$ cat src/rtl/assert_macros.svh
// Assertion helpers for the RTL datapath.
`ifndef ASSERT_MACROS_SVH
`define ASSERT_MACROS_SVH

`ifndef SYNTHESIS
`define SWM_ASSERT(lbl, clk, rstn, prop) \
  lbl: assert property (@(posedge clk) disable iff (!rstn) (prop)) \
    else $error("swm assertion failed");
`define SWM_ASSERT_NEXT(lbl, clk, rstn, ante, cons) \
  lbl: assert property (@(posedge clk) disable iff (!rstn) (ante) |=> (cons)) \
    else $error("swm assertion failed");
`else
`define SWM_ASSERT(lbl, clk, rstn, prop)
`define SWM_ASSERT_NEXT(lbl, clk, rstn, ante, cons)
`endif

`endif

$ cat src/rtl/swm_pkg.sv
package swm_pkg;

  localparam int MAX_WINDOW  = 64;
  localparam int SAMPLE_BITS = 32;
  localparam int WLEN_BITS   = 7;
  localparam int PTR_BITS    = $clog2(MAX_WINDOW);
  localparam int CNT_BITS    = $clog2(MAX_WINDOW + 1);
  localparam int CMP_BITS    = (CNT_BITS > WLEN_BITS) ? CNT_BITS : WLEN_BITS;

  typedef logic [PTR_BITS-1:0] ptr_t;
  typedef logic [CNT_BITS-1:0] cnt_t;

  typedef struct packed {
    logic load_item;
    logic evict;
    logic rd_back;
    logic pop;
    logic push;
    logic load_out;
    logic clear;
  } cmd_t;

  typedef struct packed {
    logic full;
    logic pop_hit;
    logic out_free;
    logic last;
  } status_t;

  function automatic ptr_t ring_next(input ptr_t p);
    return (p == PTR_BITS'(MAX_WINDOW - 1)) ? '0 : ptr_t'(p + 1'b1);
  endfunction

  function automatic ptr_t ring_prev(input ptr_t p);
    return (p == '0) ? PTR_BITS'(MAX_WINDOW - 1) : ptr_t'(p - 1'b1);
  endfunction

endpackage

$ cat src/rtl/swm_if.sv
interface swm_in_if import swm_pkg::*; ();
  logic                          valid;
  logic                          ready;
  logic signed [SAMPLE_BITS-1:0] sample;
  logic                          last_sample;

  modport source (output valid, output sample, output last_sample, input ready);
  modport sink   (input valid, input sample, input last_sample, output ready);
endinterface

interface swm_out_if import swm_pkg::*; ();
  logic                          valid;
  logic                          ready;
  logic signed [SAMPLE_BITS-1:0] window_min;

  modport source (output valid, output window_min, input ready);
  modport sink   (input valid, input window_min, output ready);
endinterface

interface swm_cfg_if import swm_pkg::*; ();
  logic                 valid;
  logic                 ready;
  logic [WLEN_BITS-1:0] window_length;

  modport source (output valid, output window_length, input ready);
  modport sink   (input valid, input window_length, output ready);
endinterface

$ cat src/rtl/swm_ram.sv
module swm_ram #(
  parameter int WIDTH = 32,
  parameter int DEPTH = 64
) (
  input  logic                     clk,
  input  logic                     we,
  input  logic [$clog2(DEPTH)-1:0] waddr,
  input  logic [WIDTH-1:0]         wdata,
  input  logic [$clog2(DEPTH)-1:0] raddr,
  output logic [WIDTH-1:0]         rdata
);

  logic [WIDTH-1:0] mem [DEPTH];

  always_ff @(posedge clk) begin
    if (we) begin
      mem[waddr] <= wdata;
    end
    rdata <= mem[raddr];
  end

endmodule

$ cat src/rtl/swm_ctrl.sv
module swm_ctrl import swm_pkg::*; (
  input  logic    clk,
  input  logic    rst_n,
  input  logic    in_valid,
  output logic    in_ready,
  input  status_t status,
  output cmd_t    cmd
);

  typedef enum logic [2:0] {
    ST_IDLE,
    ST_EVICT,
    ST_POP,
    ST_PUSH,
    ST_RDMIN,
    ST_RESULT
  } state_t;

  state_t state_r, state_nxt;

  always_comb begin
    state_nxt = state_r;
    cmd       = '0;
    in_ready  = 1'b0;
    unique case (state_r)
      ST_IDLE: begin
        in_ready = 1'b1;
        if (in_valid) begin
          cmd.load_item = 1'b1;
          state_nxt     = ST_EVICT;
        end
      end
      ST_EVICT: begin
        cmd.evict   = 1'b1;
        cmd.rd_back = 1'b1;
        state_nxt   = ST_POP;
      end
      ST_POP: begin
        if (status.pop_hit) begin
          cmd.pop     = 1'b1;
          cmd.rd_back = 1'b1;
        end else begin
          state_nxt = ST_PUSH;
        end
      end
      ST_PUSH: begin
        cmd.push  = 1'b1;
        state_nxt = ST_RDMIN;
      end
      ST_RDMIN: begin
        state_nxt = ST_RESULT;
      end
      ST_RESULT: begin
        if (!status.full) begin
          cmd.clear = status.last;
          state_nxt = ST_IDLE;
        end else if (status.out_free) begin
          cmd.load_out = 1'b1;
          cmd.clear    = status.last;
          state_nxt    = ST_IDLE;
        end
      end
      default: state_nxt = ST_IDLE;
    endcase
  end

  always_ff @(posedge clk) begin
    if (!rst_n) begin
      state_r <= ST_IDLE;
    end else begin
      state_r <= state_nxt;
    end
  end

endmodule

$ cat src/rtl/swm_dp.sv
`include "assert_macros.svh"

module swm_dp import swm_pkg::*; (
  input  logic                          clk,
  input  logic                          rst_n,
  input  cmd_t                          cmd,
  output status_t                       status,
  input  logic signed [SAMPLE_BITS-1:0] in_sample,
  input  logic                          in_last,
  input  logic                          cfg_we,
  input  logic [WLEN_BITS-1:0]          cfg_data,
  input  logic                          out_ready,
  output logic                          out_valid,
  output logic signed [SAMPLE_BITS-1:0] out_data
);

  logic [WLEN_BITS-1:0]          win_r;
  logic signed [SAMPLE_BITS-1:0] sample_r;
  logic                          last_r;
  ptr_t                          hist_pos_r, front_r, back_r;
  ptr_t                          front_nxt, back_nxt, hist_pos_nxt;
  cnt_t                          count_r, count_nxt, seen_r, seen_nxt;
  logic                          out_valid_r, out_valid_nxt;
  logic signed [SAMPLE_BITS-1:0] out_data_r;

  logic [CMP_BITS-1:0]    win_ext;
  cnt_t                   weff;
  ptr_t                   old_idx, cand_raddr;
  logic [SAMPLE_BITS-1:0] hist_q, cand_q;
  logic                   full, evict_hit, clear;
  cnt_t                   ring_gap, count_mod;

  // clamp window length into 1..MAX_WINDOW
  always_comb begin
    win_ext = CMP_BITS'(win_r);
    if (win_ext == '0) begin
      weff = cnt_t'(1);
    end else if (win_ext > CMP_BITS'(MAX_WINDOW)) begin
      weff = CNT_BITS'(MAX_WINDOW);
    end else begin
      weff = CNT_BITS'(win_ext);
    end
  end

  assign full = (seen_r >= weff);

  always_comb begin
    if (cnt_t'(hist_pos_r) >= weff) begin
      old_idx = PTR_BITS'(cnt_t'(hist_pos_r) - weff);
    end else begin
      old_idx = PTR_BITS'(cnt_t'(hist_pos_r) + CNT_BITS'(MAX_WINDOW) - weff);
    end
  end

  assign evict_hit = full && (count_r != '0) && (cand_q == hist_q);
  assign clear     = cmd.clear || cfg_we;

  always_comb begin
    front_nxt     = front_r;
    back_nxt      = back_r;
    hist_pos_nxt  = hist_pos_r;
    count_nxt     = count_r;
    seen_nxt      = seen_r;
    out_valid_nxt = out_valid_r && !out_ready;
    if (cmd.evict) begin
      if (evict_hit) begin
        front_nxt = ring_next(front_r);
        count_nxt = cnt_t'(count_r - 1'b1);
      end
      hist_pos_nxt = ring_next(hist_pos_r);
      if (seen_r < CNT_BITS'(MAX_WINDOW)) begin
        seen_nxt = cnt_t'(seen_r + 1'b1);
      end
    end
    if (cmd.pop) begin
      back_nxt  = ring_prev(back_r);
      count_nxt = cnt_t'(count_r - 1'b1);
    end
    if (cmd.push) begin
      back_nxt = ring_next(back_r);
      if (count_r == CNT_BITS'(MAX_WINDOW)) begin
        front_nxt = ring_next(front_r);
      end else begin
        count_nxt = cnt_t'(count_r + 1'b1);
      end
    end
    if (cmd.load_out) begin
      out_valid_nxt = 1'b1;
    end
    if (clear) begin
      front_nxt    = '0;
      back_nxt     = '0;
      hist_pos_nxt = '0;
      count_nxt    = '0;
      seen_nxt     = '0;
    end
  end

  assign cand_raddr = cmd.rd_back ? ring_prev(back_nxt) : front_r;

  swm_ram #(.WIDTH(SAMPLE_BITS), .DEPTH(MAX_WINDOW)) u_hist_ram (
    .clk   (clk),
    .we    (cmd.evict),
    .waddr (hist_pos_r),
    .wdata (sample_r),
    .raddr (old_idx),
    .rdata (hist_q)
  );

  swm_ram #(.WIDTH(SAMPLE_BITS), .DEPTH(MAX_WINDOW)) u_cand_ram (
    .clk   (clk),
    .we    (cmd.push),
    .waddr (back_r),
    .wdata (sample_r),
    .raddr (cand_raddr),
    .rdata (cand_q)
  );

  always_ff @(posedge clk) begin
    if (!rst_n) begin
      win_r       <= WLEN_BITS'(1);
      front_r     <= '0;
      back_r      <= '0;
      hist_pos_r  <= '0;
      count_r     <= '0;
      seen_r      <= '0;
      out_valid_r <= 1'b0;
      last_r      <= 1'b0;
    end else begin
      if (cfg_we) begin
        win_r <= cfg_data;
      end
      front_r     <= front_nxt;
      back_r      <= back_nxt;
      hist_pos_r  <= hist_pos_nxt;
      count_r     <= count_nxt;
      seen_r      <= seen_nxt;
      out_valid_r <= out_valid_nxt;
      if (cmd.load_item) begin
        last_r <= in_last;
      end
    end
  end

  always_ff @(posedge clk) begin
    if (cmd.load_item) begin
      sample_r <= in_sample;
    end
    if (cmd.load_out) begin
      out_data_r <= $signed(cand_q);
    end
  end

  assign status.full     = full;
  assign status.pop_hit  = (count_r != '0) && ($signed(cand_q) > sample_r);
  assign status.out_free = !out_valid_r || out_ready;
  assign status.last     = last_r;

  assign out_valid = out_valid_r;
  assign out_data  = out_data_r;

  // occupied span between the deque pointers
  always_comb begin
    if (back_r >= front_r) begin
      ring_gap = cnt_t'(back_r - front_r);
    end else begin
      ring_gap = cnt_t'(cnt_t'(back_r) + CNT_BITS'(MAX_WINDOW) - cnt_t'(front_r));
    end
    count_mod = (count_r == CNT_BITS'(MAX_WINDOW)) ? '0 : count_r;
  end

  `SWM_ASSERT(a_count_bound, clk, rst_n, count_r <= CNT_BITS'(MAX_WINDOW))
  `SWM_ASSERT(a_ring_span, clk, rst_n, ring_gap == count_mod)
  `SWM_ASSERT_NEXT(a_clear, clk, rst_n, clear, (count_r == '0) && (seen_r == '0))

endmodule

$ cat src/rtl/sliding_window_minimum_core.sv
// Channel  Dir  Handshake        Word
// in_ch    in   valid / ready    sample (32b signed), last_sample
// out_ch   out  valid / ready    window_min (32b signed)
// cfg_ch   in   valid / ready    window_length (7b)
//
// Per sample: load, evict, pop back entries > sample, push, read min, result.
// The back-pop loop reads one deque entry per cycle from a registered-read RAM.
// The result register frees the input side; a stalled result holds the block
// in its final step until out_ch.ready.
// Reset (rst_n, sync) empties the deque and sets window_length to 1; no RAM sweep.
module sliding_window_minimum_core import swm_pkg::*; (
  input  logic       clk,
  input  logic       rst_n,
  swm_in_if.sink     in_ch,
  swm_out_if.source  out_ch,
  swm_cfg_if.sink    cfg_ch
);

  cmd_t    cmd;
  status_t status;
  logic    in_ready;
  logic    cfg_we;

  assign in_ch.ready  = in_ready;
  assign cfg_ch.ready = 1'b1;
  assign cfg_we       = cfg_ch.valid;

  swm_ctrl u_ctrl (
    .clk      (clk),
    .rst_n    (rst_n),
    .in_valid (in_ch.valid),
    .in_ready (in_ready),
    .status   (status),
    .cmd      (cmd)
  );

  swm_dp u_dp (
    .clk       (clk),
    .rst_n     (rst_n),
    .cmd       (cmd),
    .status    (status),
    .in_sample (in_ch.sample),
    .in_last   (in_ch.last_sample),
    .cfg_we    (cfg_we),
    .cfg_data  (cfg_ch.window_length),
    .out_ready (out_ch.ready),
    .out_valid (out_ch.valid),
    .out_data  (out_ch.window_min)
  );

endmodule

$ cat src/flat_wrapper.sv
// flat-port wrapper written by rule: the top's interface ports become plain ports
module sliding_window_minimum_core_flat import swm_pkg::*;
  (clk, rst_n, in_ch_valid, in_ch_sample, in_ch_last_sample, in_ch_ready, out_ch_valid, out_ch_window_min, out_ch_ready, cfg_ch_valid, cfg_ch_window_length, cfg_ch_ready);
  swm_in_if in_ch_i ();
  swm_out_if out_ch_i ();
  swm_cfg_if cfg_ch_i ();
  input  logic clk;
  input  logic rst_n;
  input wire logic [$bits(in_ch_i.valid)-1:0] in_ch_valid;
  input wire logic [$bits(in_ch_i.sample)-1:0] in_ch_sample;
  input wire logic [$bits(in_ch_i.last_sample)-1:0] in_ch_last_sample;
  output wire logic [$bits(in_ch_i.ready)-1:0] in_ch_ready;
  output wire logic [$bits(out_ch_i.valid)-1:0] out_ch_valid;
  output wire logic [$bits(out_ch_i.window_min)-1:0] out_ch_window_min;
  input wire logic [$bits(out_ch_i.ready)-1:0] out_ch_ready;
  input wire logic [$bits(cfg_ch_i.valid)-1:0] cfg_ch_valid;
  input wire logic [$bits(cfg_ch_i.window_length)-1:0] cfg_ch_window_length;
  output wire logic [$bits(cfg_ch_i.ready)-1:0] cfg_ch_ready;
  assign in_ch_i.valid = in_ch_valid;
  assign in_ch_i.sample = in_ch_sample;
  assign in_ch_i.last_sample = in_ch_last_sample;
  assign in_ch_ready = in_ch_i.ready;
  assign out_ch_valid = out_ch_i.valid;
  assign out_ch_window_min = out_ch_i.window_min;
  assign out_ch_i.ready = out_ch_ready;
  assign cfg_ch_i.valid = cfg_ch_valid;
  assign cfg_ch_i.window_length = cfg_ch_window_length;
  assign cfg_ch_ready = cfg_ch_i.ready;
  sliding_window_minimum_core u_core (.clk(clk), .rst_n(rst_n), .in_ch(in_ch_i), .out_ch(out_ch_i), .cfg_ch(cfg_ch_i));
endmodule
$ cat config.mk
export PLATFORM = sky130hd
export DESIGN_NAME = sliding_window_minimum_core_flat
export DESIGN_NICKNAME = d
export VERILOG_FILES = /design/src/rtl/swm_pkg.sv /design/src/rtl/swm_if.sv /design/src/rtl/swm_ram.sv /design/src/rtl/swm_ctrl.sv /design/src/rtl/swm_dp.sv /design/src/rtl/sliding_window_minimum_core.sv /design/src/flat_wrapper.sv
export VERILOG_INCLUDE_DIRS = /design/src /design/src/rtl
export SDC_FILE = /design/constraint.sdc
export NUM_CORES = 2
export LEC_CHECK = 0
export BUFFER_PORTS_ARGS = -buffer_cell sky130_fd_sc_hd__buf_2
export CORE_UTILIZATION = 30
export CTS_CLUSTER_SIZE = 14
export DETAILED_ROUTE_END_ITERATION = 10
export HOLD_SLACK_MARGIN = 0.02
export PLACE_DENSITY_LB_ADDON = 0.05
export REMOVE_ABC_BUFFERS = 1
export SLEW_MARGIN = 10
export SYNTH_ARGS = -nofsm -noshare
export SYNTH_HDL_FRONTEND = slang
export SYNTH_HIERARCHICAL = 1
export SYNTH_SLANG_ARGS = --single-unit
export TNS_END_PERCENT = 5
$ cat constraint.sdc
create_clock -name clk -period 10.1 [get_ports clk]
set_clock_uncertainty 0.15 [all_clocks]
set_input_delay 2.02 -clock clk [delete_from_list [all_inputs] [get_ports clk]]
set_output_delay 2.02 -clock clk [all_outputs]
set_load 0.01 [all_outputs]
==> results.md <==
Status:
- The flow ran to the end, and the final reports show no timing, DRC or antenna violations.

Setup path:
- The critical path capture point type is a flip-flop.
- The worst setup path startpoint is u_core/u_dp/sample_r[8]$_DFFE_PP_.
- For the worst setup path, the data arrival time is 10.25 ns.
- The category of the most critical setup path is flip-flop to flip-flop.
- The buffering stage count on the worst path with inverters included is 7.
- At the worst endpoint, the required time is approximately 11 ns.
- The startpoint type of the worst setup path is a flip-flop.
- The worst register-to-register path begins at u_core/u_dp/sample_r[8]$_DFFE_PP_.
- Among cell families on the critical path, the largest total delay comes from compound AO/OA/AOI/OAI gates.
- The maximum single-stage delay on the critical path is 0.96 ns.
- The maximum fanout along the worst path is 21.
- For this design, the slowest cell found on the critical path is sky130_fd_sc_hd__edfxtp_1.

Clock tree:
- The root buffer cell chosen for the clock tree is sky130_fd_sc_hd__clkbuf_16.
- Once the clock tree was built, the resizer swapped 0 gates to a different size.
- Clock latency on the worst-skew pair, taken at its later pin, is around 1.1 ns.
- TritonCTS built the clock tree.
- The total of hold buffers inserted after clock tree synthesis is 0.
- The clock tree buffer depth is 4.
- CTS built an H-tree with a depth of 6.
- The total setup buffers inserted after CTS is 0.
- The clock transition at the registers of the reported paths is 0.06 ns.
- The clock sink count is 4268.
- The number of buffers created by CTS is 518.

Yosys:
- After synthesis, the netlist uses 82 different library cells.
- Summing the sequential cell areas from Yosys gives between 70% and 80% of the chip area.
- Counting flops with an async set or reset pin after synthesis yields a share of 0%.
- The synthesized netlist cell count is 7240.
- The most used flip-flop cell after synthesis is sky130_fd_sc_hd__edfxtp_1.
- After synthesis the cells add up to roughly 0.16 mm^2.
- Each instance of the synthesized netlist takes up on average 22.5 um^2.
- The number of enable flip-flop cells after synthesis is around 4200.
- The count of yosys warnings during synthesis is 6.
- After synthesis the netlist holds a flip-flop and latch count of 4268.

Floorplanning:
- The floorplan step defined a die boundary enclosing 0.547 mm^2.
- The floorplan has 270 rows.
- The placeable core area is 0.541 mm^2.
- The die is 740 um wide.
- The height of the die is 740 um.
- In this run the count of I/O pins placed on the die edge is 80.
- The initial utilization of the core area, before any placement, comes to slightly above 30%.

Final layout:
- The fraction of layout cells with a size suffix above 1 is 29.3%.
- The count of nets after finishing is 7933.
- The core occupancy in the finished layout is about 35%.
- From synthesis to final layout, the design area changed by 17.3%.
- The top cell types in the final layout, fill and taps aside, are sky130_fd_sc_hd__edfxtp_1 (4160), sky130_fd_sc_hd__mux4_2 (1088), sky130_fd_sc_hd__clkbuf_16 (545).
- The library cell used most frequently in the layout, excluding fill and tap cells, is sky130_fd_sc_hd__edfxtp_1.

Global route:
- The via count of the first global-routing pass is 82300.
- The busiest metal layer after global routing is met2.
- The global-route usage over all layers is 19.3%.
- For this run, global-route usage on met2 was measured as 30.9%.
- The first global-routing pass estimated between 700000 and 800000 um of wire.
- The met3 track utilization from global routing is 3.57%.
- The largest net degree at the start of global routing is 129.
- The number of antenna violations at the first check in global routing is 47.
- The global-route congestion overflow total is 0.
- The met1 demand-to-capacity share in global routing is 27.5%.

Pwr:
- The total power is ~43 mW.
- The reported net switching power is approximately 11 mW.
- In this run switching power makes up roughly a quarter of total power.
- The part of the power in the clock network is between 40% and 50%.
- The register share of total power is 46.2%.
- The internal power of the cells totals roughly 32 mW.
- The leakage power is 59.2 nW.
- Power spread over the standard cell area amounts to 227 mW/mm^2.
- VDD sags by at most 180 uV.
- The share of total power dissipated in combinational logic is 12.8%.

Detailed routing:
- In the routed layout, each cell is associated on average with a via count of around 5.
- Dividing the detail-routed wire length by the instance count gives 34.6 um.
- The residual DRC count is 0.
- For this block, the initial DRC count from the detailed router was 7618.
- The first-pass iteration count of the detailed router is 7.
- Summed over all layers, the routed wires come to between 500000 and 600000 um.
- For this block, the via count after detailed routing is 79000.
- The residual antenna-violating net count after detailed routing is 0.

Hold path:
- The path category of the worst min-delay check is flip-flop to flip-flop.
- In this run the most critical hold path is launched from u_core/u_dp/front_r[4]$_SDFF_PP0_.

STA:
- The share of the cycle needed by the critical path after routing is a little over nine tenths.
- The transition time of the tightest slew-check pin is 1.29 ns.
- Setup repair after global routing left no endpoint under its margin.
- Headroom to the max-slew limit came out at 13.8%.
- Setup violations remaining at the end of the flow were counted as 0.
- Counting I/O delays and the setup requirement, the final critical path takes 9.57 ns.
- The final number of hold-violating endpoints was 0.
- The timing-limited maximum frequency is 0.104 GHz.
- The final number of max-transition violations is 0.
- The minimum setup slack in the final design is 0.525 ns.

Placement:
- At the placement stage, the worst setup path has a slack of 0.408 ns.
- The weighted congestion reported at the end of routability-driven placement is 0.818.
- The quantity of I/O buffers inserted on ports is 78.
- The sum of net half-perimeters after detailed placement is approximately 300000 um.

Flow run:
- The max capacitance violation total is 0.
[kinds of logic (layout without fill, tap and decap cells)]
group           count (synthesis)  after routing  synth area share, %
fa+ha+maj                      55             55                0.426
simple gates                  633            633                 1.87
mux                          1291           1291                 16.3
xor+xnor                       50             50                0.268
buf+inv                       438           1431                 1.27
other cells                     1             69              0.00230
flops                        4268           4268                 77.9
compound gates                504            504                 2.03
[per-stage QoR]
step / area (um^2) / TNS (ns) / std cells / hold WS (ns)
floorplan: 161000 / -1921.15 / 6858 / 0.291
detailed placement: 175000 / 0 / 14500 / 0.333
finish: 191000 / 0 / 15500 / 0.333
CTS: 191000 / 0 / 15400 / 0.341
global placement: 175000 / -0.171 / 14500 / 0.313
global route: 191000 / 0 / 15400 / 0.372
[Yosys cell counts (13+ instances only)]
library cell | count | area share, %
sky130_fd_sc_hd__edfxtp_1 | 4160 | 77
sky130_fd_sc_hd__mux4_2 | 1088 | 15
sky130_fd_sc_hd__nor2_1 | 319 | 0.73
sky130_fd_sc_hd__mux2i_1 | 201 | 1.2
sky130_fd_sc_hd__o22ai_1 | 169 | 0.65
sky130_fd_sc_hd__clkbuf_1 | 159 | 0.37
sky130_fd_sc_hd__a21oi_1 | 153 | 0.47
sky130_fd_sc_hd__buf_2 | 115 | 0.35
sky130_fd_sc_hd__dfxtp_1 | 108 | 1.3
sky130_fd_sc_hd__nand2_1 | 85 | 0.20
sky130_fd_sc_hd__inv_1 | 56 | 0.13
sky130_fd_sc_hd__buf_4 | 54 | 0.25
sky130_fd_sc_hd__ha_1 | 54 | 0.41
sky130_fd_sc_hd__o221ai_1 | 54 | 0.29
sky130_fd_sc_hd__buf_1 | 42 | 0.097
sky130_fd_sc_hd__xor2_1 | 36 | 0.19
sky130_fd_sc_hd__nor2b_1 | 33 | 0.13
sky130_fd_sc_hd__nor3_1 | 31 | 0.095
sky130_fd_sc_hd__a22oi_1 | 24 | 0.11
sky130_fd_sc_hd__nand3_1 | 22 | 0.067
sky130_fd_sc_hd__nand4_1 | 22 | 0.084
sky130_fd_sc_hd__nand2b_1 | 21 | 0.081
sky130_fd_sc_hd__a311oi_1 | 16 | 0.086
sky130_fd_sc_hd__and3_1 | 16 | 0.061
sky130_fd_sc_hd__o21ai_0 | 16 | 0.049
sky130_fd_sc_hd__xnor2_1 | 14 | 0.075
sky130_fd_sc_hd__a21o_1 | 13 | 0.060
[per-layer routing]
| layer | vias up | share of wire, % |
|---|---|---|
| met5 | - | 0.0065 |
| met1 | 44200 | 45 |
| li1 | 32100 | - |
| met3 | 537 | 5.8 |
| met4 | 6 | 1.9 |
| met2 | 2157 | 47 |
[area by class of cell]
cell class,instances,area [um^2]
sequential,4268,127000
tap,7208,9020
timing repair buffer,455,3680
fill,50000,350000
clock buffer,688,14300
inverter,56,225
multi-input combinational,2534,35200
antenna,68,170
clock inverter,232,1820
[flip-flops by register name, summed over array words and instances, names as in the netlist]
signal and cells:
u_core/u_dp/seen_r 7, u_core/u_dp/sample_r 32, u_core/u_dp/front_r 6, u_core/u_dp/out_data 32, u_core/u_dp/u_hist_ram/rdata 32, u_core/u_dp/u_cand_ram/rdata 32
u_core/u_dp/back_r 6, u_core/u_ctrl/state_r 3, u_core/u_dp/win_ext 7, u_core/u_dp/u_cand_ram/mem 2048, u_core/u_dp/u_hist_ram/mem 2048, u_core/u_dp/out_valid 1
u_core/u_dp/last_r 1, u_core/u_dp/hist_pos_r 6, u_core/u_dp/count_r 7
[power groups by stage]
stage	combinational, mW	sequential [mW]	clock [mW]
2_1_floorplan	5.63	20.5	0
3_3_place_gp	5.66	20.4	0
3_5_place_dp	5.66	20.4	0
4_1_cts	5.68	20.1	18.3
5_1_grt	5.86	20.1	18.9
6_report	5.56	20.1	17.8
[path summary, 6_finish.rpt]
| path | to | slack, ns | cells after the start |
|---|---|---|---|
| hold reg to reg | u_core/u_dp/front_r[4]$_SDFF_PP0_ | 0.33 | 2 |
| hold / removal | u_core/u_dp/front_r[4]$_SDFF_PP0_ | 0.33 | 2 |
| setup / recovery | u_core/u_dp/u_cand_ram/rdata[4]$_DFF_P_ | 0.53 | 25 |
| setup reg to reg | u_core/u_dp/u_cand_ram/rdata[4]$_DFF_P_ | 0.53 | 25 |
[worst reg2reg max path, cell delays in order, from the launching register on]
cell and delay (ns):
sky130_fd_sc_hd__edfxtp_1 0.96, sky130_fd_sc_hd__inv_1 0.34, sky130_fd_sc_hd__ha_1 0.38, sky130_fd_sc_hd__nand4_1 0.12, sky130_fd_sc_hd__nor3b_1 0.09, sky130_fd_sc_hd__a221o_1 0.33
sky130_fd_sc_hd__a2111oi_0 0.56, sky130_fd_sc_hd__mux2i_1 0.18, sky130_fd_sc_hd__nor2_1 0.21, sky130_fd_sc_hd__nor4bb_4 0.68, sky130_fd_sc_hd__nor4b_2 0.44, sky130_fd_sc_hd__a21boi_0 0.15
sky130_fd_sc_hd__o311ai_1 0.56, sky130_fd_sc_hd__nand4_1 0.43, sky130_fd_sc_hd__a31oi_4 0.81, sky130_fd_sc_hd__buf_12 0.28, sky130_fd_sc_hd__buf_12 0.22, sky130_fd_sc_hd__buf_4 0.25
sky130_fd_sc_hd__buf_12 0.26, sky130_fd_sc_hd__buf_4 0.35, sky130_fd_sc_hd__mux2i_1 0.25, sky130_fd_sc_hd__a22oi_1 0.11, sky130_fd_sc_hd__and3_1 0.29, sky130_fd_sc_hd__o32ai_1 0.66
sky130_fd_sc_hd__buf_4 0.23, sky130_fd_sc_hd__nor3_1 0.08
(Power assumes the default switching activity.)
